===== config.mk =====
export PLATFORM = sky130hd
export DESIGN_NAME = etc2_rgba_block_decoder_core
export DESIGN_NICKNAME = d
export VERILOG_FILES = /design/src/rtl/etc2_pkg.sv /design/src/rtl/etc2_front.sv /design/src/rtl/etc2_back.sv /design/src/rtl/etc2_rgba_block_decoder_core.sv
export VERILOG_INCLUDE_DIRS = /design/src /design/src/rtl
export SDC_FILE = /design/constraint.sdc
export NUM_CORES = 1
export LEC_CHECK = 0
export ABC_AREA = 1
export BUFFER_PORTS_ARGS = -buffer_cell sky130_fd_sc_hd__buf_4
export CAP_MARGIN = 25
export CORE_AREA = 2 2 276 278
export DETAILED_ROUTE_END_ITERATION = 6
export DIE_AREA = 0 0 278 280
export PLACE_DENSITY = 0.64
export SLEW_MARGIN = 5
export SYNTH_ARGS = -nofsm -noshare
export SYNTH_HDL_FRONTEND = slang
export SYNTH_HIERARCHICAL = 1
export SYNTH_SLANG_ARGS = --single-unit

===== constraint.sdc =====
create_clock -name clk -period 11.1 [get_ports clk]
set_input_delay 0.555 -clock clk [delete_from_list [all_inputs] [get_ports clk]]
set_output_delay 0.555 -clock clk [all_outputs]
set_load 0.02 [all_outputs]

===== src/rtl/etc2_rgba_block_decoder_core_macros.svh =====
// Assertion macros shared by the ETC2 block decoder modules
`ifndef ETC2_RGBA_BLOCK_DECODER_CORE_MACROS_SVH
`define ETC2_RGBA_BLOCK_DECODER_CORE_MACROS_SVH
`ifndef SYNTHESIS
// Check that antecedent implies consequent on the same edge
`define ETC_ASSERT_IMP(label, clk, rst_n, ante, cons) \
	label: assert property (@(posedge clk) disable iff (!rst_n) (ante) |-> (cons)) \
	else $error("assertion failed");
// Check that antecedent implies consequent on the next edge
`define ETC_ASSERT_NEXT(label, clk, rst_n, ante, cons) \
	label: assert property (@(posedge clk) disable iff (!rst_n) (ante) |=> (cons)) \
	else $error("assertion failed");
`else
`define ETC_ASSERT_IMP(label, clk, rst_n, ante, cons)
`define ETC_ASSERT_NEXT(label, clk, rst_n, ante, cons)
`endif
`endif


===== src/rtl/etc2_pkg.sv =====
// Package: payload types, mode codes and constant tables of the ETC2 block decoder
`default_nettype none
package etc2_pkg;
	typedef struct packed {
		logic [63:0] color_word;
		logic [63:0] alpha_word;
	} in_word_t;

	typedef struct packed {
		logic [7:0] red;
		logic [7:0] green;
		logic [7:0] blue;
		logic [7:0] alpha;
		logic [1:0] pixel_x;
		logic [1:0] pixel_y;
		logic       last_pixel;
	} out_word_t;

	typedef enum logic [2:0] {
		MODE_INDIV  = 3'd0,
		MODE_DIFF   = 3'd1,
		MODE_T      = 3'd2,
		MODE_H      = 3'd3,
		MODE_PLANAR = 3'd4
	} mode_t;

	// Classified block handed from front to back
	typedef struct packed {
		mode_t       mode;
		logic [63:0] color_word;
		logic [63:0] alpha_word;
		logic        has_alpha;
	} blk_t;

	localparam int QDEPTH = 2;

	function automatic logic [7:0] etc1_mod(input logic [2:0] tw, input logic [1:0] idx);
		logic [7:0] m;
		case (tw)
			3'd0: m = 8'd2;
			3'd1: m = 8'd5;
			3'd2: m = 8'd9;
			3'd3: m = 8'd13;
			3'd4: m = 8'd18;
			3'd5: m = 8'd24;
			3'd6: m = 8'd33;
			default: m = 8'd47;
		endcase
		if (idx[0]) begin
			case (tw)
				3'd0: m = 8'd8;
				3'd1: m = 8'd17;
				3'd2: m = 8'd29;
				3'd3: m = 8'd42;
				3'd4: m = 8'd60;
				3'd5: m = 8'd80;
				3'd6: m = 8'd106;
				default: m = 8'd150;
			endcase
		end
		return m;
	endfunction

	// Magnitude of the EAC modifier; sign comes from index bit 2 (clear = negative)
	function automatic logic [3:0] eac_mag(input logic [3:0] tab, input logic [2:0] idx);
		logic [15:0] r;
		case (tab)
			4'd0:  r = {4'd3, 4'd6, 4'd9, 4'd15};
			4'd1:  r = {4'd3, 4'd7, 4'd10, 4'd13};
			4'd2:  r = {4'd2, 4'd5, 4'd8, 4'd13};
			4'd3:  r = {4'd2, 4'd4, 4'd6, 4'd13};
			4'd4:  r = {4'd3, 4'd6, 4'd8, 4'd12};
			4'd5:  r = {4'd3, 4'd7, 4'd9, 4'd11};
			4'd6:  r = {4'd4, 4'd7, 4'd8, 4'd11};
			4'd7:  r = {4'd3, 4'd5, 4'd8, 4'd11};
			4'd8:  r = {4'd2, 4'd6, 4'd8, 4'd10};
			4'd9:  r = {4'd2, 4'd5, 4'd8, 4'd10};
			4'd10: r = {4'd2, 4'd4, 4'd8, 4'd10};
			4'd11: r = {4'd2, 4'd5, 4'd7, 4'd10};
			4'd12: r = {4'd3, 4'd4, 4'd7, 4'd10};
			4'd13: r = {4'd1, 4'd2, 4'd3, 4'd10};
			4'd14: r = {4'd4, 4'd6, 4'd8, 4'd9};
			default: r = {4'd3, 4'd5, 4'd7, 4'd9};
		endcase
		// positive entries are the negative ones minus one
		case (idx[1:0])
			2'd0: eac_mag = r[15:12];
			2'd1: eac_mag = r[11:8];
			2'd2: eac_mag = r[7:4];
			default: eac_mag = r[3:0];
		endcase
		if (idx[2]) eac_mag = eac_mag - 4'd1;
	endfunction

	function automatic logic [6:0] th_dist(input logic [2:0] i);
		case (i)
			3'd0: th_dist = 7'd3;
			3'd1: th_dist = 7'd6;
			3'd2: th_dist = 7'd11;
			3'd3: th_dist = 7'd16;
			3'd4: th_dist = 7'd23;
			3'd5: th_dist = 7'd32;
			3'd6: th_dist = 7'd47;
			default: th_dist = 7'd64;
		endcase
	endfunction

	function automatic logic [7:0] sat8(input logic signed [13:0] v);
		if (v < 0) sat8 = 8'd0;
		else if (v > 14'sd255) sat8 = 8'd255;
		else sat8 = v[7:0];
	endfunction
endpackage
`default_nettype wire


===== src/rtl/etc2_front.sv =====
// Front end: accept blocks, classify the colour mode, queue them for the back end
`default_nettype none
module etc2_front (
	input  wire logic              clk,
	input  wire logic              arst_n,
	input  wire logic              push,
	output logic                   full,
	input  wire etc2_pkg::in_word_t in_word,
	input  wire logic              has_alpha,
	output logic                   blk_valid,
	input  wire logic              blk_take,
	output etc2_pkg::blk_t         blk
);
	etc2_pkg::blk_t     q_mem_q [etc2_pkg::QDEPTH];
	logic               wr_ptr_q, rd_ptr_q;
	logic [1:0]         cnt_q;
	etc2_pkg::mode_t    mode;
	logic signed [5:0]  r2, g2, b2;
	logic [63:0]        w;
	logic               do_push, do_pop;

	assign w = in_word.color_word;
	assign r2 = $signed({1'b0, w[63:59]}) + $signed({{3{w[58]}}, w[58:56]});
	assign g2 = $signed({1'b0, w[55:51]}) + $signed({{3{w[50]}}, w[50:48]});
	assign b2 = $signed({1'b0, w[47:43]}) + $signed({{3{w[42]}}, w[42:40]});

	// Classify the mode from the diff bit and the overflow of each channel
	always_comb begin
		if (!w[33]) mode = etc2_pkg::MODE_INDIV;
		else if (r2 < 0 || r2 > 6'sd31) mode = etc2_pkg::MODE_T;
		else if (g2 < 0 || g2 > 6'sd31) mode = etc2_pkg::MODE_H;
		else if (b2 < 0 || b2 > 6'sd31) mode = etc2_pkg::MODE_PLANAR;
		else mode = etc2_pkg::MODE_DIFF;
	end

	assign full = (cnt_q == 2'(etc2_pkg::QDEPTH));
	assign do_push = push && !full;
	assign do_pop = blk_take && blk_valid;
	assign blk_valid = (cnt_q != 2'd0);
	assign blk = q_mem_q[rd_ptr_q];

	// Write classified words into the queue
	always_ff @(posedge clk) begin
		if (do_push) begin
			q_mem_q[wr_ptr_q] <= '{mode: mode, color_word: in_word.color_word,
				alpha_word: in_word.alpha_word, has_alpha: has_alpha};
		end
	end

	// Advance pointers and count
	always_ff @(posedge clk or negedge arst_n) begin
		if (!arst_n) begin
			wr_ptr_q <= 1'b0;
			rd_ptr_q <= 1'b0;
			cnt_q <= 2'd0;
		end else begin
			if (do_push) wr_ptr_q <= ~wr_ptr_q;
			if (do_pop) rd_ptr_q <= ~rd_ptr_q;
			cnt_q <= cnt_q + 2'(do_push) - 2'(do_pop);
		end
	end

	`include "etc2_rgba_block_decoder_core_macros.svh"
	`ETC_ASSERT_IMP(a_cnt_range, clk, arst_n, 1'b1, cnt_q <= 2'(etc2_pkg::QDEPTH))
	`ETC_ASSERT_NEXT(a_full_push, clk, arst_n, full && !do_pop, full)
	`ETC_ASSERT_IMP(a_ptrs, clk, arst_n, cnt_q == 2'd0 || cnt_q == 2'd2,
		wr_ptr_q == rd_ptr_q)
endmodule
`default_nettype wire


===== src/rtl/etc2_back.sv =====
// Back end: walk the 16 pixels of a queued block and decode colour and alpha
`default_nettype none
module etc2_back (
	input  wire logic            clk,
	input  wire logic            arst_n,
	input  wire logic            blk_valid,
	output logic                 blk_take,
	input  wire etc2_pkg::blk_t  blk,
	output logic                 empty,
	input  wire logic            pop,
	output etc2_pkg::out_word_t  out_word
);
	// Stage 1 registers: per-pixel operands
	logic               v_s1;
	etc2_pkg::mode_t    mode_s1;
	logic [63:0]        cw_s1;
	logic [1:0]         x_s1, y_s1, idx_s1;
	logic               last_s1, ha_s1;
	logic [7:0]         abase_s1;
	logic [3:0]         amult_s1;
	logic               aneg_s1;
	logic [3:0]         amag_s1;
	// Output register
	logic               v_s2;
	etc2_pkg::out_word_t out_s2;
	logic [3:0]         k_q;
	logic               adv, s2_ready;
	logic [3:0]         pos;
	logic [5:0]         apos;
	logic [2:0]         aidx;
	logic [63:0]        aw;

	assign s2_ready = !v_s2 || pop;
	assign adv = !v_s1 || s2_ready;
	assign blk_take = blk_valid && adv && (k_q == 4'd15);
	assign pos = {k_q[1:0], k_q[3:2]};
	assign aw = blk.alpha_word;
	assign apos = 6'd45 - 6'(pos) * 6'd3;
	assign aidx = aw[apos +: 3];

	// Advance the pixel counter and load stage 1
	always_ff @(posedge clk or negedge arst_n) begin
		if (!arst_n) begin
			k_q <= 4'd0;
			v_s1 <= 1'b0;
		end else if (adv) begin
			v_s1 <= blk_valid;
			if (blk_valid) k_q <= k_q + 4'd1;
		end
	end

	always_ff @(posedge clk) begin
		if (adv) begin
			mode_s1 <= blk.mode;
			cw_s1 <= blk.color_word;
			x_s1 <= k_q[1:0];
			y_s1 <= k_q[3:2];
			idx_s1 <= {blk.color_word[{2'b01, pos}], blk.color_word[{2'b00, pos}]};
			last_s1 <= (k_q == 4'd15);
			ha_s1 <= blk.has_alpha;
			abase_s1 <= aw[63:56];
			amult_s1 <= aw[55:52];
			aneg_s1 <= !aidx[2];
			amag_s1 <= etc2_pkg::eac_mag(aw[51:48], aidx);
		end
	end

	// Stage 2 colour and alpha decode
	logic [7:0]  red, green, blue, alpha;
	logic [7:0]  b0 [3], b1 [3], c1 [3], c2 [3];
	logic [7:0]  ro, go, bo, rh, gh, bh, rv, gv, bv;
	logic [6:0]  d;
	logic        sub, ord;
	logic [7:0]  m;
	logic [7:0]  amul;
	logic [4:0]  r2, g2, b2;

	function automatic logic [7:0] ext4(input logic [3:0] v);
		return {v, v};
	endfunction
	function automatic logic [7:0] ext5(input logic [4:0] v);
		return {v, v[4:2]};
	endfunction
	function automatic logic [7:0] ext6(input logic [5:0] v);
		return {v, v[5:4]};
	endfunction
	function automatic logic [7:0] ext7(input logic [6:0] v);
		return {v, v[6]};
	endfunction
	function automatic logic [7:0] plane(input logic [7:0] o, input logic [7:0] h,
			input logic [7:0] v, input logic [1:0] x, input logic [1:0] y);
		logic signed [13:0] s;
		s = $signed({12'd0, x}) * ($signed({6'd0, h}) - $signed({6'd0, o}))
			+ $signed({12'd0, y}) * ($signed({6'd0, v}) - $signed({6'd0, o}))
			+ $signed({4'd0, o, 2'd0}) + 14'sd2;
		return etc2_pkg::sat8(s >>> 2);
	endfunction
	function automatic logic [7:0] addm(input logic [7:0] b, input logic [7:0] mm,
			input logic neg);
		logic signed [13:0] s;
		s = neg ? $signed({6'd0, b}) - $signed({6'd0, mm})
			: $signed({6'd0, b}) + $signed({6'd0, mm});
		return etc2_pkg::sat8(s);
	endfunction

	always_comb begin
		r2 = cw_s1[63:59] + {{2{cw_s1[58]}}, cw_s1[58:56]};
		g2 = cw_s1[55:51] + {{2{cw_s1[50]}}, cw_s1[50:48]};
		b2 = cw_s1[47:43] + {{2{cw_s1[42]}}, cw_s1[42:40]};
		if (mode_s1 == etc2_pkg::MODE_INDIV) begin
			b0[0] = ext4(cw_s1[63:60]); b0[1] = ext4(cw_s1[55:52]);
			b0[2] = ext4(cw_s1[47:44]);
			b1[0] = ext4(cw_s1[59:56]); b1[1] = ext4(cw_s1[51:48]);
			b1[2] = ext4(cw_s1[43:40]);
		end else begin
			b0[0] = ext5(cw_s1[63:59]); b0[1] = ext5(cw_s1[55:51]);
			b0[2] = ext5(cw_s1[47:43]);
			b1[0] = ext5(r2); b1[1] = ext5(g2); b1[2] = ext5(b2);
		end
		sub = cw_s1[32] ? y_s1[1] : x_s1[1];
		m = etc2_pkg::etc1_mod(sub ? cw_s1[36:34] : cw_s1[39:37], idx_s1);
		if (mode_s1 == etc2_pkg::MODE_T) begin
			c1[0] = ext4({cw_s1[60:59], cw_s1[57:56]});
			c1[1] = ext4(cw_s1[55:52]); c1[2] = ext4(cw_s1[51:48]);
			c2[0] = ext4(cw_s1[47:44]); c2[1] = ext4(cw_s1[43:40]);
			c2[2] = ext4(cw_s1[39:36]);
			ord = 1'b0;
			d = etc2_pkg::th_dist({cw_s1[35:34], cw_s1[32]});
		end else begin
			c1[0] = ext4(cw_s1[62:59]);
			c1[1] = ext4({cw_s1[58:56], cw_s1[52]});
			c1[2] = ext4({cw_s1[51], cw_s1[49:47]});
			c2[0] = ext4(cw_s1[46:43]); c2[1] = ext4(cw_s1[42:39]);
			c2[2] = ext4(cw_s1[38:35]);
			ord = {c1[0][3:0], c1[1][3:0], c1[2][3:0]} >=
				{c2[0][3:0], c2[1][3:0], c2[2][3:0]};
			d = etc2_pkg::th_dist({cw_s1[34], cw_s1[32], ord});
		end
		ro = ext6(cw_s1[62:57]);
		go = ext7({cw_s1[56], cw_s1[54:49]});
		bo = ext6({cw_s1[48], cw_s1[44:43], cw_s1[41:39]});
		rh = ext6({cw_s1[38:34], cw_s1[32]});
		gh = ext7(cw_s1[31:25]);
		bh = ext6(cw_s1[24:19]);
		rv = ext6(cw_s1[18:13]);
		gv = ext7(cw_s1[12:6]);
		bv = ext6(cw_s1[5:0]);
		case (mode_s1)
			etc2_pkg::MODE_T: begin
				case (idx_s1)
					2'd0: begin red = c1[0]; green = c1[1]; blue = c1[2]; end
					2'd1: begin
						red = addm(c2[0], {1'b0, d}, 1'b0);
						green = addm(c2[1], {1'b0, d}, 1'b0);
						blue = addm(c2[2], {1'b0, d}, 1'b0);
					end
					2'd2: begin red = c2[0]; green = c2[1]; blue = c2[2]; end
					default: begin
						red = addm(c2[0], {1'b0, d}, 1'b1);
						green = addm(c2[1], {1'b0, d}, 1'b1);
						blue = addm(c2[2], {1'b0, d}, 1'b1);
					end
				endcase
			end
			etc2_pkg::MODE_H: begin
				red = addm(idx_s1[1] ? c2[0] : c1[0], {1'b0, d}, idx_s1[0]);
				green = addm(idx_s1[1] ? c2[1] : c1[1], {1'b0, d}, idx_s1[0]);
				blue = addm(idx_s1[1] ? c2[2] : c1[2], {1'b0, d}, idx_s1[0]);
			end
			etc2_pkg::MODE_PLANAR: begin
				red = plane(ro, rh, rv, x_s1, y_s1);
				green = plane(go, gh, gv, x_s1, y_s1);
				blue = plane(bo, bh, bv, x_s1, y_s1);
			end
			default: begin
				red = addm(sub ? b1[0] : b0[0], m, idx_s1[1]);
				green = addm(sub ? b1[1] : b0[1], m, idx_s1[1]);
				blue = addm(sub ? b1[2] : b0[2], m, idx_s1[1]);
			end
		endcase
		amul = {4'd0, amag_s1} * {4'd0, amult_s1};
		alpha = ha_s1 ? addm(abase_s1, amul, aneg_s1) : 8'd255;
	end

	// Hold the result until popped
	always_ff @(posedge clk or negedge arst_n) begin
		if (!arst_n) v_s2 <= 1'b0;
		else if (s2_ready) v_s2 <= v_s1;
	end

	always_ff @(posedge clk) begin
		if (s2_ready && v_s1) begin
			out_s2 <= '{red: red, green: green, blue: blue, alpha: alpha,
				pixel_x: x_s1, pixel_y: y_s1, last_pixel: last_s1};
		end
	end

	assign empty = !v_s2;
	assign out_word = out_s2;

	`include "etc2_rgba_block_decoder_core_macros.svh"
	`ETC_ASSERT_IMP(a_take_last, clk, arst_n, blk_take, k_q == 4'd15)
	`ETC_ASSERT_NEXT(a_hold, clk, arst_n, v_s2 && !pop, v_s2 && $stable(out_s2))
	`ETC_ASSERT_IMP(a_last_xy, clk, arst_n, v_s2 && out_s2.last_pixel,
		out_s2.pixel_x == 2'd3 && out_s2.pixel_y == 2'd3)
endmodule
`default_nettype wire


===== src/rtl/etc2_rgba_block_decoder_core.sv =====
// Top level of the ETC2 RGB8/RGBA8 4x4 block decoder
//  channel  | handshake          | data
//  input    | push / full        | in_word  (color_word, alpha_word)
//  result   | pop / empty        | out_word (rgba, pixel_x, pixel_y, last_pixel)
//  config   | cfg_valid/cfg_ready| cfg_data (format_has_alpha)
// Each block gives 16 pixels, one a cycle unless a stalled pop holds them; the
// back end's pixel counter takes a block from the queue with its last pixel.
// Pixels pass through the stage 1 registers and the output register.
// A two-entry block queue decouples the front from the back end.
// Reset clears the queue, the pixel counter and the format register.
// A stalled pop holds the output word and backs up into the queue.
`default_nettype none
module etc2_rgba_block_decoder_core (
	input  wire logic                clk,
	input  wire logic                arst_n,
	input  wire logic                push,
	output logic                     full,
	input  wire etc2_pkg::in_word_t  in_word,
	output logic                     empty,
	input  wire logic                pop,
	output etc2_pkg::out_word_t      out_word,
	input  wire logic                cfg_valid,
	output logic                     cfg_ready,
	input  wire logic                cfg_data
);
	logic           has_alpha_q;
	logic           blk_valid, blk_take;
	etc2_pkg::blk_t blk;

	assign cfg_ready = 1'b1;

	// Hold the format register
	always_ff @(posedge clk or negedge arst_n) begin
		if (!arst_n) has_alpha_q <= 1'b0;
		else if (cfg_valid) has_alpha_q <= cfg_data;
	end

	etc2_front u_front (
		.clk(clk), .arst_n(arst_n), .push(push), .full(full), .in_word(in_word),
		.has_alpha(has_alpha_q), .blk_valid(blk_valid), .blk_take(blk_take), .blk(blk)
	);

	etc2_back u_back (
		.clk(clk), .arst_n(arst_n), .blk_valid(blk_valid), .blk_take(blk_take),
		.blk(blk), .empty(empty), .pop(pop), .out_word(out_word)
	);
endmodule
`default_nettype wire


==> results.md <==
- Compared with the post-synthesis result, the final layout area differs by 10.9%.
- The clock root buffer is sky130_fd_sc_hd__clkbuf_16.
- The launch point of the worst reg-to-reg path is u_back/cw_s1[48].
- During synthesis, Yosys emitted a total of 6 warnings.
- The capturing point of the worst reg2reg path is u_back/out_word[19].
- Setup violations remaining at the end of the flow were counted as 0.
- The average wire per standard cell is 17.5 um.
- The count of nets left with antenna violations after detail routing is 0.
- The final count of pins violating max slew came to 0.
- After global routing the overflow that remains totals 0.
- The final cell area excluding filler cells is between 30000 and 40000 um^2.
- The required arrival time at the worst endpoint is 11.42 ns.
- The number of filler instances in the final layout is a little over 7000.
- Row generation in the floorplan step produced slightly above 100 rows.
- Across the run, the number of max-cap violations was 0.
- After the first detailed-routing iteration, the DRC count stood at 2042.
- After clock tree synthesis, the clock-pin slew on the worst setup and hold paths is around 0.06 ns.
- The flow ran to the end, and the final reports show no timing, DRC or antenna violations.
- For flop-to-flop paths, the worst setup slack is roughly 4.5 ns.
- The worst path in the final design needs a cycle of roughly 6.6 ns, including I/O delays and setup.
- The average footprint of a synthesized cell is between 8 and 9 um^2.
- The die covers ~78000 um^2.
- The dominant delay contributor by cell family on the critical path is adder cells.
- Static timing analysis puts the maximum clock frequency at 152 MHz.
- The post-place setup slack is around 4.6 ns.
- For this design, the slowest cell found on the critical path is sky130_fd_sc_hd__edfxtp_1.
- The count of final hold-check violations is 0.
- The y dimension of the die is around 280 um.
- The worst setup path is of the flop to flop kind.
- The cell repeated most along the worst path is sky130_fd_sc_hd__inv_1.
- The clock tree from TritonCTS is built.
- Entering global routing, the biggest net connects 87 pins.
- After detailed placement, the design holds a cell count of roughly 5000.
- In this run the horizontal extent of the chip is roughly 280 um.
- The nature of the critical path endpoint is a flop.
- The startpoint class of the critical path is a flop.
- Across all setup checks in the final design, the least slack found is 4.50 ns.
- The core area is between 70000 and 80000 um^2.
- The final worst-path cycle share is 0.595.
- The maximum fanout along the worst path is 6.
- The number of buffers inserted during clock tree synthesis is 43.
- Summing all multi-input logic gate instances after layout gives approximately 19000 um^2.
- For this run, the post-layout net count is ~4800.
- The actual transition at the worst max-transition pin is 1.07 ns.
- The H-tree generated during clock tree synthesis spans 2 levels.
- Setup repair after global routing left no endpoint under its margin.
- The register area is around 12000 um^2.
- The DRC violations left is 0.
- The number of cells on the worst hold path is 1.
- At the end of routability-driven placement, the weighted congestion stood at 0.919.
- The sum of negative setup slack is 0 ns.
- The total global routing track utilization is 0.230.
- The number of global-route vias before repair is 25482.
- The number of detailed-routing iterations run before antenna repair is 5.
- The standard cell area after detailed placement is about 35000 um^2.
- The net count of the mapped netlist is approximately 4600.
- The total number of vias is about 27000.
- The routed design has approximately 90 mm of wire.
- The startpoint of the tightest hold check path is in_word[29].
- The port buffer count is approximately 170.
- The clock passes through at most 3 buffers.
- The netlist area before placement is approximately 33000 um^2.
- The worst path buffer plus inverter count is 5.
- The clock latency reported for the late side of the worst-skew pair is around 0.59 ns.
- The global-route wire length before repair is 141 mm.
- The via density per instance is around 5.2.
- The initial utilization of the core area, before any placement, comes to 0.442.
- In the final layout, the share of cells above drive strength 1 is 0.0767.
- The critical path data arrival time is between 6 and 7 ns.
- The worst hold-check path type is input pin to flop.
- For this design the top-level I/O count stands at 174.
- The number of standard cells in the layout, taps in and fillers out is approximately 5200.
- The synthesized instance count is 4002.
- The largest stage delay on the critical path is roughly 0.54 ns.
- Measured in cells, the most critical reg-to-reg path has a length of 29.
- For this design, the sink count on the clock tree is around 400.
- Measured against its own limit, the worst slew margin works out to 0.285.
- The clock skew is approximately 0.028 ns.
- The HPWL after detailed placement is approximately 70 mm.
- The number of antenna violations at the first check in global routing came to 5.
- The destination of the worst hold path is u_front/q_mem_q[1][30].
[through the flow]
stage | hold slack [ns] | utilization
6_report | 0.144 | 0.490
5_1_grt | 0.125 | 0.490
2_1_floorplan | 0.259 | -
3_5_place_dp | 0.405 | 0.471
3_3_place_gp | 0.405 | 0.471
4_1_cts | 0.115 | 0.489
[worst max path at each step]
| stage | startpoint | end | slack [ns] | depth (start not counted) |
|---|---|---|---|---|
| finish | u_back/cw_s1[48] | u_back/out_word[19] | 4.50 | 29 |
| global route | u_back/cw_s1[48] | u_back/out_word[19] | 3.97 | 28 |
| CTS | u_back/cw_s1[48] | u_back/out_word[19] | 4.54 | 29 |
| detailed placement | u_back/cw_s1[48] | u_back/out_word[19] | 4.59 | 29 |
| global placement | u_back/cw_s1[48] | u_back/out_word[15] | 4.73 | 29 |
| floorplan | push | u_front/q_mem_q[0][0] | 4.40 | 2 |
[placed cells by master, fill, tap and decap left out, drive strengths merged, types with 4 or more instances in the layout]
cell type,count
nand3,225
buf,210
a211oi,8
o32ai,8
o21ai,255
clkinv,19
nor3,18
fa,116
nand2,1142
o21a,7
edfxtp,390
o211ai,11
mux2i,4
bufinv,4
xnor2,32
a21o,10
a221oi,5
inv,526
nand4,33
o21bai,43
nand3b,4
dfrtp,11
xor2,101
a21oi,213
ha,368
nor2,289
a21boi,4
o31ai,15
a31oi,10
o22ai,16
clkbuf,52
[cell type report]
| class | instances | share of cell area |
|---|---|---|
| multi-input cells | 2958 | 0.506 |
| diodes | 1 | 0.0000679 |
| repair buffers | 211 | 0.0441 |
| clock inverters | 25 | 0.00774 |
| well taps | 978 | 0.0332 |
| clock buffers | 52 | 0.0301 |
| flip-flops and latches | 401 | 0.325 |
| inverters | 527 | 0.0538 |
[metal layers]
| metal | track usage | share of wire |
|---|---|---|
| met1 | 0.310 | 0.45 |
| met2 | 0.388 | 0.47 |
| met3 | 0.0271 | 0.048 |
| met4 | 0.0675 | 0.030 |
| met5 | 0 | 0.00077 |
[sequential cells by signal, summed over array words and instances (netlist names), 3 cells and up]
signal,flops
u_back/abase_s1,8
u_back/mode_s1,3
u_back/amag_s1,4
u_back/amult_s1,4
u_back/out_word,37
u_back/cw_s1,63
u_back/k_q,4
u_front/q_mem_q,262
[repair_timing]
action	in CTS	in global routing
resized for setup	0	0
hold endpoints to repair	11	0
hold buffers	1	0
buffers inserted	0	0
[worst reg2reg max path, delay by kind of cell, from the launching register on]
family | cells | cell delay [ns]
buffers and inverters | 5 | 0.48
adder cells (fa/ha/maj) | 6 | 2.64
flip-flops | 1 | 0.54
AO/OA/AOI/OAI | 9 | 1.45
AND/OR/NAND/NOR | 7 | 0.86
XOR/XNOR | 2 | 0.35
Power is not shown: default switching activity piles up to over one toggle a cycle in this logic, so the estimate is an artifact.
